<file path="src/rtl/core/lfdc_pkg.sv">
`default_nettype none
// ----------------------------------------------------------------------------
// lfdc_pkg: shared definitions for the line-follow drive controller
// Field widths, register indexes, hold-mode and colour codes, reset values
// and the Q24.8 truncate-toward-zero helper.
// ----------------------------------------------------------------------------
package lfdc_pkg;

   // payload and internal widths
   localparam int ErrWidth      = 11;
   localparam int SumWidth      = 13;
   localparam int DiffWidth     = 14;
   localparam int GainWidth     = 16;
   localparam int RefWidth      = 13;
   localparam int LimitWidth    = 15;
   localparam int TickWidth     = 16;
   localparam int SpeedWidth    = 16;
   localparam int ByteWidth     = 8;
   localparam int ProdEWidth    = SumWidth + GainWidth;
   localparam int ProdDWidth    = DiffWidth + GainWidth;
   localparam int AccWidth      = 32;
   localparam int FracBits      = 8;
   localparam int IntWidth      = AccWidth - FracBits;
   localparam int CsrIndexWidth = 4;
   localparam int CsrDataWidth  = 16;

   typedef logic [1:0]                   mode_type;
   typedef logic [1:0]                   colour_type;
   typedef logic signed [SpeedWidth-1:0] speed_type;
   typedef logic signed [IntWidth-1:0]   wide_speed_type;

   // hold modes
   localparam mode_type MODE_FREE    = 2'd0;
   localparam mode_type MODE_STOP    = 2'd1;
   localparam mode_type MODE_RELEASE = 2'd2;
   localparam mode_type MODE_LIGHT   = 2'd3;

   // light colours
   localparam colour_type COLOUR_NONE  = 2'd0;
   localparam colour_type COLOUR_RED   = 2'd1;
   localparam colour_type COLOUR_GREEN = 2'd2;
   localparam colour_type COLOUR_BAD   = 2'd3;

   // register indexes
   localparam logic [CsrIndexWidth-1:0] REG_KP          = 4'd0;
   localparam logic [CsrIndexWidth-1:0] REG_KD          = 4'd1;
   localparam logic [CsrIndexWidth-1:0] REG_REF_LEFT    = 4'd2;
   localparam logic [CsrIndexWidth-1:0] REG_REF_RIGHT   = 4'd3;
   localparam logic [CsrIndexWidth-1:0] REG_LIMIT_HIGH  = 4'd4;
   localparam logic [CsrIndexWidth-1:0] REG_LIMIT_LOW   = 4'd5;
   localparam logic [CsrIndexWidth-1:0] REG_STOP_HOLD   = 4'd6;
   localparam logic [CsrIndexWidth-1:0] REG_LIGHT_HOLD  = 4'd7;

   // reset values
   localparam logic signed [GainWidth-1:0] KP_RESET         = 16'sd128;
   localparam logic signed [GainWidth-1:0] KD_RESET         = 16'sd0;
   localparam logic signed [RefWidth-1:0]  REF_LEFT_RESET   = -13'sd1279;
   localparam logic signed [RefWidth-1:0]  REF_RIGHT_RESET  = 13'sd1000;
   localparam logic [LimitWidth-1:0]       LIMIT_HIGH_RESET = 15'd2600;
   localparam logic [LimitWidth-1:0]       LIMIT_LOW_RESET  = 15'd450;
   localparam logic [TickWidth-1:0]        STOP_HOLD_RESET  = 16'd50;
   localparam logic [TickWidth-1:0]        LIGHT_HOLD_RESET = 16'd20;

   localparam logic [TickWidth-1:0] RELEASE_WAIT_TICKS = 16'd150;
   localparam logic [TickWidth-1:0] TICK_MAX           = 16'hFFFF;

   // Q24.8 to integer, truncating toward zero
   function automatic wide_speed_type q8_trunc(input logic signed [AccWidth-1:0] acc);
      logic signed [AccWidth-1:0] adj;
      adj = acc + (acc[AccWidth-1] ? AccWidth'((1 << FracBits) - 1) : AccWidth'(0));
      return adj[AccWidth-1:FracBits];
   endfunction

endpackage
`default_nettype wire

</file>
<file path="src/rtl/core/line_follow_drive_controller.sv">
`default_nettype none
// ----------------------------------------------------------------------------
// line_follow_drive_controller: PD line-following drive with clamp and holds
// A frame word accepted into the input register moves to the product register
// and then to the result register before it shows on rsp_*.
// Throughput: one word per cycle; tick words update the hold timer in the
// input stage and produce no result. The pipeline advances unless rsp_stall
// backs up a full result register and product register.
// Reset: synchronous; clears the pipeline, hold sequencer, light latches and
// previous error; loads the default gains, references, limits and hold times.
// ----------------------------------------------------------------------------
module line_follow_drive_controller (
   input  wire logic                                 clock,
   input  wire logic                                 reset,
   // input channel
   input  wire logic                                 req_valid,
   output logic                                      req_stall,
   input  wire logic                                 req_action,
   input  wire logic signed [lfdc_pkg::ErrWidth-1:0] req_slice_err0,
   input  wire logic signed [lfdc_pkg::ErrWidth-1:0] req_slice_err1,
   input  wire logic signed [lfdc_pkg::ErrWidth-1:0] req_slice_err2,
   input  wire logic signed [lfdc_pkg::ErrWidth-1:0] req_slice_err3,
   input  wire logic                                 req_stop_seen,
   input  wire logic                                 req_light_seen,
   input  wire logic [1:0]                           req_light_colour,
   // result channel
   output logic                                      rsp_valid,
   input  wire logic                                 rsp_stall,
   output logic signed [lfdc_pkg::SpeedWidth-1:0]    rsp_left_speed,
   output logic signed [lfdc_pkg::SpeedWidth-1:0]    rsp_right_speed,
   output logic signed [lfdc_pkg::SumWidth-1:0]      rsp_error_total,
   output logic [lfdc_pkg::ByteWidth-1:0]            rsp_cmd_byte0,
   output logic [lfdc_pkg::ByteWidth-1:0]            rsp_cmd_byte1,
   output logic [lfdc_pkg::ByteWidth-1:0]            rsp_cmd_byte2,
   output logic [lfdc_pkg::ByteWidth-1:0]            rsp_cmd_byte3,
   output logic [1:0]                                rsp_hold_mode,
   // configuration
   input  wire logic                                 csr_valid,
   output logic                                      csr_ready,
   input  wire logic [lfdc_pkg::CsrIndexWidth-1:0]   csr_index,
   input  wire logic [lfdc_pkg::CsrDataWidth-1:0]    csr_data
);

   // configuration registers
   logic signed [lfdc_pkg::GainWidth-1:0] kp_ff, kd_ff;
   logic signed [lfdc_pkg::RefWidth-1:0]  ref_left_ff, ref_right_ff;
   logic [lfdc_pkg::LimitWidth-1:0]       limit_high_ff, limit_low_ff;
   logic [lfdc_pkg::TickWidth-1:0]        stop_hold_ff, light_hold_ff;

   // handshake
   logic req_accept, s1_fire, s1_frame, s2_ready, s2_move, out_ready;

   // input stage
   logic                                 s1_valid_ff, s1_valid_in;
   logic                                 s1_action_ff;
   logic signed [lfdc_pkg::ErrWidth-1:0] s1_err0_ff, s1_err1_ff, s1_err2_ff, s1_err3_ff;
   logic                                 s1_stop_ff, s1_light_ff;
   lfdc_pkg::colour_type                 s1_colour_ff;

   // sequencer state
   lfdc_pkg::mode_type                   mode_ff, mode_in;
   logic [lfdc_pkg::TickWidth-1:0]       elapsed_ff, elapsed_in;
   lfdc_pkg::colour_type                 last_light_ff, last_light_in;
   logic                                 red_ff, red_in, green_ff, green_in;
   logic signed [lfdc_pkg::SumWidth-1:0] prev_err_ff, prev_err_in;

   // frame decisions
   lfdc_pkg::mode_type                   mode_n;
   logic [lfdc_pkg::TickWidth-1:0]       elapsed_n;
   lfdc_pkg::colour_type                 colour, last_light_n;
   logic                                 red_n, green_n, force_zero;
   logic signed [lfdc_pkg::SumWidth-1:0]   err_sum;
   logic signed [lfdc_pkg::DiffWidth-1:0]  err_diff;
   logic signed [lfdc_pkg::ProdEWidth-1:0] e_kp_in;
   logic signed [lfdc_pkg::ProdDWidth-1:0] d_kd_in;

   // product stage
   logic                                   s2_valid_ff, s2_valid_in;
   logic signed [lfdc_pkg::ProdEWidth-1:0] s2_e_kp_ff;
   logic signed [lfdc_pkg::ProdDWidth-1:0] s2_d_kd_ff;
   logic signed [lfdc_pkg::SumWidth-1:0]   s2_err_ff;
   lfdc_pkg::mode_type                     s2_mode_ff;
   logic                                   s2_force_ff;

   // clamp
   logic signed [lfdc_pkg::AccWidth-1:0] acc_left, acc_right, pd_sum;
   lfdc_pkg::wide_speed_type             left_raw, right_raw, lim_hi, lim_lo;
   lfdc_pkg::wide_speed_type             left_c1, right_c1, left_c2, right_c2;
   lfdc_pkg::speed_type                  left_in, right_in;

   // result register
   logic                                 rsp_valid_ff, rsp_valid_in;
   lfdc_pkg::speed_type                  rsp_left_ff, rsp_right_ff;
   logic signed [lfdc_pkg::SumWidth-1:0] rsp_err_ff;
   lfdc_pkg::mode_type                   rsp_mode_ff;
   logic signed [lfdc_pkg::SpeedWidth:0] neg_left;

   // ------------------------------------------------------------------
   // configuration port
   // ------------------------------------------------------------------
   assign csr_ready = 1'b1;

   always_ff @(posedge clock) begin
      if (reset) begin
         kp_ff         <= lfdc_pkg::KP_RESET;
         kd_ff         <= lfdc_pkg::KD_RESET;
         ref_left_ff   <= lfdc_pkg::REF_LEFT_RESET;
         ref_right_ff  <= lfdc_pkg::REF_RIGHT_RESET;
         limit_high_ff <= lfdc_pkg::LIMIT_HIGH_RESET;
         limit_low_ff  <= lfdc_pkg::LIMIT_LOW_RESET;
         stop_hold_ff  <= lfdc_pkg::STOP_HOLD_RESET;
         light_hold_ff <= lfdc_pkg::LIGHT_HOLD_RESET;
      end else if (csr_valid && csr_ready) begin
         case (csr_index)
            lfdc_pkg::REG_KP:         kp_ff         <= csr_data;
            lfdc_pkg::REG_KD:         kd_ff         <= csr_data;
            lfdc_pkg::REG_REF_LEFT:   ref_left_ff   <= csr_data[lfdc_pkg::RefWidth-1:0];
            lfdc_pkg::REG_REF_RIGHT:  ref_right_ff  <= csr_data[lfdc_pkg::RefWidth-1:0];
            lfdc_pkg::REG_LIMIT_HIGH: limit_high_ff <= csr_data[lfdc_pkg::LimitWidth-1:0];
            lfdc_pkg::REG_LIMIT_LOW:  limit_low_ff  <= csr_data[lfdc_pkg::LimitWidth-1:0];
            lfdc_pkg::REG_STOP_HOLD:  stop_hold_ff  <= csr_data;
            lfdc_pkg::REG_LIGHT_HOLD: light_hold_ff <= csr_data;
            default: ;
         endcase
      end
   end

   // ------------------------------------------------------------------
   // flow control
   // ------------------------------------------------------------------
   assign out_ready  = !rsp_valid_ff || !rsp_stall;
   assign s2_ready   = !s2_valid_ff || out_ready;
   assign s2_move    = s2_valid_ff && out_ready;
   assign s1_frame   = s1_valid_ff && s1_action_ff;
   // ticks always drain; frames wait for the product stage
   assign s1_fire    = s1_valid_ff && (!s1_action_ff || s2_ready);
   assign req_stall  = s1_frame && !s2_ready;
   assign req_accept = req_valid && !req_stall;

   assign s1_valid_in  = req_accept || (s1_valid_ff && !s1_fire);
   assign s2_valid_in  = (s1_fire && s1_action_ff) || (s2_valid_ff && !s2_move);
   assign rsp_valid_in = s2_move || (rsp_valid_ff && rsp_stall);

   // ------------------------------------------------------------------
   // input stage
   // ------------------------------------------------------------------
   always_ff @(posedge clock) begin
      if (req_accept) begin
         s1_action_ff <= req_action;
         s1_err0_ff   <= req_slice_err0;
         s1_err1_ff   <= req_slice_err1;
         s1_err2_ff   <= req_slice_err2;
         s1_err3_ff   <= req_slice_err3;
         s1_stop_ff   <= req_stop_seen;
         s1_light_ff  <= req_light_seen;
         s1_colour_ff <= req_light_colour;
      end
   end

   // ------------------------------------------------------------------
   // hold sequencer and light latches
   // ------------------------------------------------------------------
   always_comb begin
      colour       = (s1_colour_ff == lfdc_pkg::COLOUR_BAD) ? lfdc_pkg::COLOUR_NONE
                                                            : s1_colour_ff;
      last_light_n = green_ff ? last_light_ff : colour;
      mode_n       = mode_ff;
      elapsed_n    = elapsed_ff;
      red_n        = red_ff;
      green_n      = green_ff;
      force_zero   = 1'b0;

      if (s1_stop_ff && mode_n == lfdc_pkg::MODE_FREE) begin
         elapsed_n = '0;
         mode_n    = lfdc_pkg::MODE_STOP;
      end

      if (mode_n == lfdc_pkg::MODE_STOP) begin
         force_zero = 1'b1;
         if (elapsed_n > stop_hold_ff) mode_n = lfdc_pkg::MODE_RELEASE;
      end else if (mode_n == lfdc_pkg::MODE_RELEASE) begin
         if (elapsed_n > lfdc_pkg::RELEASE_WAIT_TICKS) mode_n = lfdc_pkg::MODE_FREE;
      end

      if (s1_light_ff && !green_ff) begin
         case (mode_n)
            lfdc_pkg::MODE_FREE: begin
               force_zero = 1'b1;
               elapsed_n  = '0;
               mode_n     = lfdc_pkg::MODE_LIGHT;
            end
            lfdc_pkg::MODE_LIGHT: begin
               if (elapsed_n > light_hold_ff) begin
                  if (last_light_n == lfdc_pkg::COLOUR_RED) begin
                     red_n      = 1'b1;
                     force_zero = 1'b1;
                  end else if (last_light_n == lfdc_pkg::COLOUR_GREEN) begin
                     green_n = 1'b1;
                  end
                  mode_n = lfdc_pkg::MODE_FREE;
               end else begin
                  force_zero = 1'b1;
               end
            end
            default: begin
               if (red_ff && last_light_n == lfdc_pkg::COLOUR_GREEN) green_n = 1'b1;
            end
         endcase
      end
   end

   // error sum, derivative and gain products
   assign err_sum  = lfdc_pkg::SumWidth'(s1_err0_ff) + lfdc_pkg::SumWidth'(s1_err1_ff)
                   + lfdc_pkg::SumWidth'(s1_err2_ff) + lfdc_pkg::SumWidth'(s1_err3_ff);
   assign err_diff = lfdc_pkg::DiffWidth'(err_sum) - lfdc_pkg::DiffWidth'(prev_err_ff);
   assign e_kp_in  = lfdc_pkg::ProdEWidth'(err_sum) * lfdc_pkg::ProdEWidth'(kp_ff);
   assign d_kd_in  = lfdc_pkg::ProdDWidth'(err_diff) * lfdc_pkg::ProdDWidth'(kd_ff);

   always_comb begin
      mode_in       = mode_ff;
      elapsed_in    = elapsed_ff;
      last_light_in = last_light_ff;
      red_in        = red_ff;
      green_in      = green_ff;
      prev_err_in   = prev_err_ff;
      if (s1_fire) begin
         if (s1_action_ff) begin
            mode_in       = mode_n;
            elapsed_in    = elapsed_n;
            last_light_in = last_light_n;
            red_in        = red_n;
            green_in      = green_n;
            prev_err_in   = err_sum;
         end else if (elapsed_ff != lfdc_pkg::TICK_MAX) begin
            elapsed_in = elapsed_ff + 1'b1;
         end
      end
   end

   always_ff @(posedge clock) begin
      if (reset) begin
         s1_valid_ff   <= 1'b0;
         s2_valid_ff   <= 1'b0;
         rsp_valid_ff  <= 1'b0;
         mode_ff       <= lfdc_pkg::MODE_FREE;
         elapsed_ff    <= '0;
         last_light_ff <= lfdc_pkg::COLOUR_NONE;
         red_ff        <= 1'b0;
         green_ff      <= 1'b0;
         prev_err_ff   <= '0;
      end else begin
         s1_valid_ff   <= s1_valid_in;
         s2_valid_ff   <= s2_valid_in;
         rsp_valid_ff  <= rsp_valid_in;
         mode_ff       <= mode_in;
         elapsed_ff    <= elapsed_in;
         last_light_ff <= last_light_in;
         red_ff        <= red_in;
         green_ff      <= green_in;
         prev_err_ff   <= prev_err_in;
      end
   end

   // ------------------------------------------------------------------
   // product stage
   // ------------------------------------------------------------------
   always_ff @(posedge clock) begin
      if (s1_fire && s1_action_ff) begin
         s2_e_kp_ff  <= e_kp_in;
         s2_d_kd_ff  <= d_kd_in;
         s2_err_ff   <= err_sum;
         s2_mode_ff  <= mode_n;
         s2_force_ff <= force_zero;
      end
   end

   // ------------------------------------------------------------------
   // PD sum, truncation and clamps
   // ------------------------------------------------------------------
   assign pd_sum    = lfdc_pkg::AccWidth'(s2_e_kp_ff) + lfdc_pkg::AccWidth'(s2_d_kd_ff);
   assign acc_left  = (lfdc_pkg::AccWidth'(ref_left_ff) <<< lfdc_pkg::FracBits) + pd_sum;
   assign acc_right = (lfdc_pkg::AccWidth'(ref_right_ff) <<< lfdc_pkg::FracBits) + pd_sum;
   assign left_raw  = lfdc_pkg::q8_trunc(acc_left);
   assign right_raw = lfdc_pkg::q8_trunc(acc_right);

   assign lim_hi = lfdc_pkg::wide_speed_type'({1'b0, limit_high_ff});
   assign lim_lo = lfdc_pkg::wide_speed_type'({1'b0, limit_low_ff});

   // high clamp first, then low; left drives forward when negative
   assign right_c1 = (right_raw > lim_hi) ? lim_hi : right_raw;
   assign right_c2 = (right_c1 < lim_lo) ? lim_lo : right_c1;
   assign left_c1  = (left_raw < -lim_hi) ? -lim_hi : left_raw;
   assign left_c2  = (left_c1 > -lim_lo) ? -lim_lo : left_c1;

   assign left_in  = s2_force_ff ? '0 : left_c2[lfdc_pkg::SpeedWidth-1:0];
   assign right_in = s2_force_ff ? '0 : right_c2[lfdc_pkg::SpeedWidth-1:0];

   // ------------------------------------------------------------------
   // result register
   // ------------------------------------------------------------------
   always_ff @(posedge clock) begin
      if (s2_move) begin
         rsp_left_ff  <= left_in;
         rsp_right_ff <= right_in;
         rsp_err_ff   <= s2_err_ff;
         rsp_mode_ff  <= s2_mode_ff;
      end
   end

   assign neg_left = (lfdc_pkg::SpeedWidth + 1)'(0)
                   - (lfdc_pkg::SpeedWidth + 1)'(rsp_left_ff);

   assign rsp_valid       = rsp_valid_ff;
   assign rsp_left_speed  = rsp_left_ff;
   assign rsp_right_speed = rsp_right_ff;
   assign rsp_error_total = rsp_err_ff;
   assign rsp_hold_mode   = rsp_mode_ff;
   assign rsp_cmd_byte0   = rsp_right_ff[lfdc_pkg::ByteWidth-1:0];
   assign rsp_cmd_byte1   = rsp_right_ff[2*lfdc_pkg::ByteWidth-1:lfdc_pkg::ByteWidth];
   assign rsp_cmd_byte2   = lfdc_pkg::ByteWidth'(0) - neg_left[lfdc_pkg::ByteWidth-1:0];
   assign rsp_cmd_byte3   = lfdc_pkg::ByteWidth'(0)
                          - neg_left[2*lfdc_pkg::ByteWidth-1:lfdc_pkg::ByteWidth];

endmodule
`default_nettype wire

</file>
<file path="config.mk">
export PLATFORM = sky130hd
export DESIGN_NAME = line_follow_drive_controller
export DESIGN_NICKNAME = d
export VERILOG_FILES = /design/src/rtl/core/lfdc_pkg.sv /design/src/rtl/core/line_follow_drive_controller.sv
export SDC_FILE = /design/constraint.sdc
export NUM_CORES = 2
export LEC_CHECK = 0
export BUFFER_PORTS_ARGS = -buffer_cell sky130_fd_sc_hd__buf_2
export CAP_MARGIN = 20
export CORE_UTILIZATION = 45
export DETAILED_ROUTE_END_ITERATION = 8
export GPL_ROUTABILITY_DRIVEN = 0
export SLEW_MARGIN = 20
export SYNTH_ARGS = -nofsm -noshare
export SYNTH_HDL_FRONTEND = slang
export SYNTH_SLANG_ARGS = --single-unit
</file>
<file path="constraint.sdc">
create_clock -name clock -period 10.8 [get_ports clock]
set_clock_uncertainty 0.1 [all_clocks]
set_input_delay 2.16 -clock clock [delete_from_list [all_inputs] [get_ports clock]]
set_output_delay 2.16 -clock clock [all_outputs]
set_load 0.05 [all_outputs]
</file>
==> impl_metrics.yaml <==
placed_design:
  dp_cells: 5479
  post-place-ws_ns: -0.560
  port_buffers: 154
  dpl.hpwl_mm: 82.4
timing:
  fmax_mhz: 91.7
  maxSlewViolCount: 0
  finalHoldViolCount: 0
  rsz0062_at_grt: "yes"
  layout_min_cycle_time_ns: 10.90
  tightest_slew_ns: 1.01
  finalSetupViolCount: 7
  slew-limit-headroom_pct: 32.7
  post-route-period-util_pct: 101
  setup_ws_ns: -0.0993
synth:
  synth_nets: 4967
  synth_top_flop_cell: "edfxtp_1"
  ys_warn_count: 0
  syn_inst: 4083
  synth.avg_cell_area_um2: 9.24
  ys_ff_latch: 329
  synth_area_mm2: 0.0377
  synth_edf_count: 171
  ys_seq_area_share_pct: 22.0
  ys_types: 94
  async_reset_ff_share_pct: 0
floorplanning:
  std_cell_rows: 105
  fp.coreArea_mm2: 0.0825
  die_w_um: 292
  start_util_pct: 45.7
  chipHeight_um: 292
  num_io_pins: 156
  die_area_mm2: 0.0850
worst_setup_path:
  criticalPathCategory: "flip-flop to flip-flop"
  r2r_end: "rsp_left_speed[1]"
  cp_common_cell: "buf_4"
  reg2reg_depth: 57
  regToRegStartpoint: "s2_e_kp_ff[3]"
  cpMaxStageDelayCell: "a2111oi_2"
  path_max_fanout: 7
  cp.depth: 57
  worstSetupStartpointType: "flip-flop"
  cp_num_buf_inv: 15
  worst-r2r-setup-slack_ns: -0.1
  slowest_delay_ns: 0.42
  path_delay_family: "compound AO/OA/AOI/OAI gates"
  arrival_ns: 11.10
  crit_path_end_kind: "flip-flop"
  cp.required_ns: 11.00
drt:
  drc: 0
  vias_per_cell: 5.35
  wl_mm: 105
  first_iter_violations: 1771
  drtPass1Iterations: 5
  wl_per_cell_um: 18.6
  vias: 30100
  ant_nets: 0
hold_path:
  min_path_type: "flip-flop to flip-flop"
  worst_hold_path.endpoint: "rsp_error_total[9]"
  min_from: "s2_err_ff[9]"
  min_path_cells: 0
finish:
  num_antenna_cells: 0
  nets: 5406
  largest_reg_flops: 30
  drive_gt1_share_pct: 19.5
  finalNonFillerCells: 5622
  top_regs: "s2_d_kd_ff x30, s2_e_kp_ff x29"
  largest-register: "s2_d_kd_ff"
  areaGrowthSynthToFinish_pct: 18.8
global_routing:
  overflow: 0
  grt_pass1_vias: 30800
  antenna_found_initial: 1
  grt_max_degree: 95
  grt_use_total_pct: 24.9
  grt_pass1_wl_mm: 167
clocking:
  cts_buffer_depth: 3
  clockRootBuffer: "clkbuf_16"
  cts_num_sinks: 329
  cts_buffers: 39
  cts_tree: "done"
  path_clk_slew_ns: 0.06
  h-tree-depth: 2
  cts_hold_buf: 0
  worstSkewPairLatency_ns: 0.59
flow_run:
  maxCapViolCount: 0
run_status:
  violations: "negative setup slack"
  outcome: "complete, but fails checks"
-- final cells by class --
type	instances	area, um2
fillers	7574	37700
well taps	1070	1340
inverters	508	1910
repair buffers	560	3980
flip-flops and latches	329	8300
clock buffers	47	1040
clock inverters	24	274
multi-input cells	3084	28000
-- through the flow --
step | cell area [um2] | setup TNS (ns) | hold WS [ns] | utilization (%)
floorplan | 37800 | -0.0248 | 0.300 | -
global placement | 41800 | -8.85 | 0.301 | 50.7
detailed placement | 41800 | -16.28 | 0.307 | 50.7
CTS | 43900 | 0 | 0.320 | 53.2
global route | 44800 | -15.18 | 0.333 | 54.4
finish | 44800 | -0.176 | 0.322 | 54.4
-- synth_stat cells, types with 37 or more instances --
cell type / n / area share [%]
and2_1: 210 / 3.5
nand2_1: 521 / 5.2
nor3_1: 73 / 0.97
nand2b_1: 43 / 0.71
a21o_1: 61 / 1.2
ha_1: 369 / 12
or2_2: 37 / 0.61
nand3_1: 59 / 0.78
nand4_1: 49 / 0.81
edfxtp_1: 171 / 14
o21ai_0: 92 / 1.2
fa_1: 441 / 23
nor2_1: 192 / 1.9
inv_1: 507 / 5.0
xor2_1: 58 / 1.3
dfxtp_1: 158 / 8.4
a21oi_1: 263 / 3.5
nor2b_1: 50 / 0.83
clkbuf_1: 131 / 1.3
xnor2_1: 164 / 3.8
-- logic make-up after synthesis --
group                    synth area share (%)
adder cells (fa/ha/maj)                  35.6
XOR/XNOR                                 5.15
buffers and inverters                    6.95
flip-flops                               22.0
multiplexers                             1.49
AND/OR/NAND/NOR                          17.9
AO/OA/AOI/OAI                            10.9
other                                  0.0199
-- worst max-delay path by stage --
| stage | from | endpoint | slack [ns] |
|---|---|---|---|
| 3_5_place_dp | s2_e_kp_ff[0] | rsp_left_speed[4] | -0.56 |
| 4_1_cts | s2_e_kp_ff[0] | rsp_left_speed[13] | 0.003 |
| 5_1_grt | s2_e_kp_ff[0] | rsp_left_speed[1] | -0.74 |
| 2_1_floorplan | s1_err0_ff[1] | s2_d_kd_ff[27] | -0.009 |
| 3_3_place_gp | s2_e_kp_ff[1] | rsp_left_speed[1] | -0.35 |
| 6_report | s2_e_kp_ff[3] | rsp_left_speed[1] | -0.1 |
-- cells in the final DEF, fill, tap and decap left out, types with 11 or more instances in the layout --
master       n
and2_1     206
o21ai_0     68
nand4_1     49
a21o_1      61
o31ai_1     12
clkbuf_16   41
o21ai_2     11
nand3_1     53
nor3_1      68
nand3b_1    25
a31oi_1     13
inv_1      503
mux2i_1     27
o21a_1      31
nor4_1      21
ha_1       344
fa_1       438
xor2_1      54
or2_2       33
a211o_1     18
or3_1       14
o21ai_1     20
mux2_2      23
nand2b_1    42
a21oi_1    226
nor2b_1     46
buf_2      153
nand2_1    515
dfxtp_1    158
buf_4      388
edfxtp_1   171
o21bai_1    29
xnor2_1    149
nor2_1     185
o31ai_4     11
a21oi_2     34
ha_4        20
and3_1      23
-- timing repair --
item / in CTS / in global routing
gates cloned: 2 / 1
gates resized for setup: 83 / 147
buffers inserted: 41 / 29
endpoints found under the setup margin: 37 / 41
pin swaps: 77 / 109
-- metal layers --
layer	vias up	GRT usage (%)	routed length [um]
met2	661	41.6	50000
li1	14400	-	-
met4	2	7.18	2640
met1	14900	33.0	45700
met3	130	4.41	6200
met5	-	0	13
Power is not shown: default switching activity piles up to over one toggle a cycle in this logic, so the estimate is an artifact.
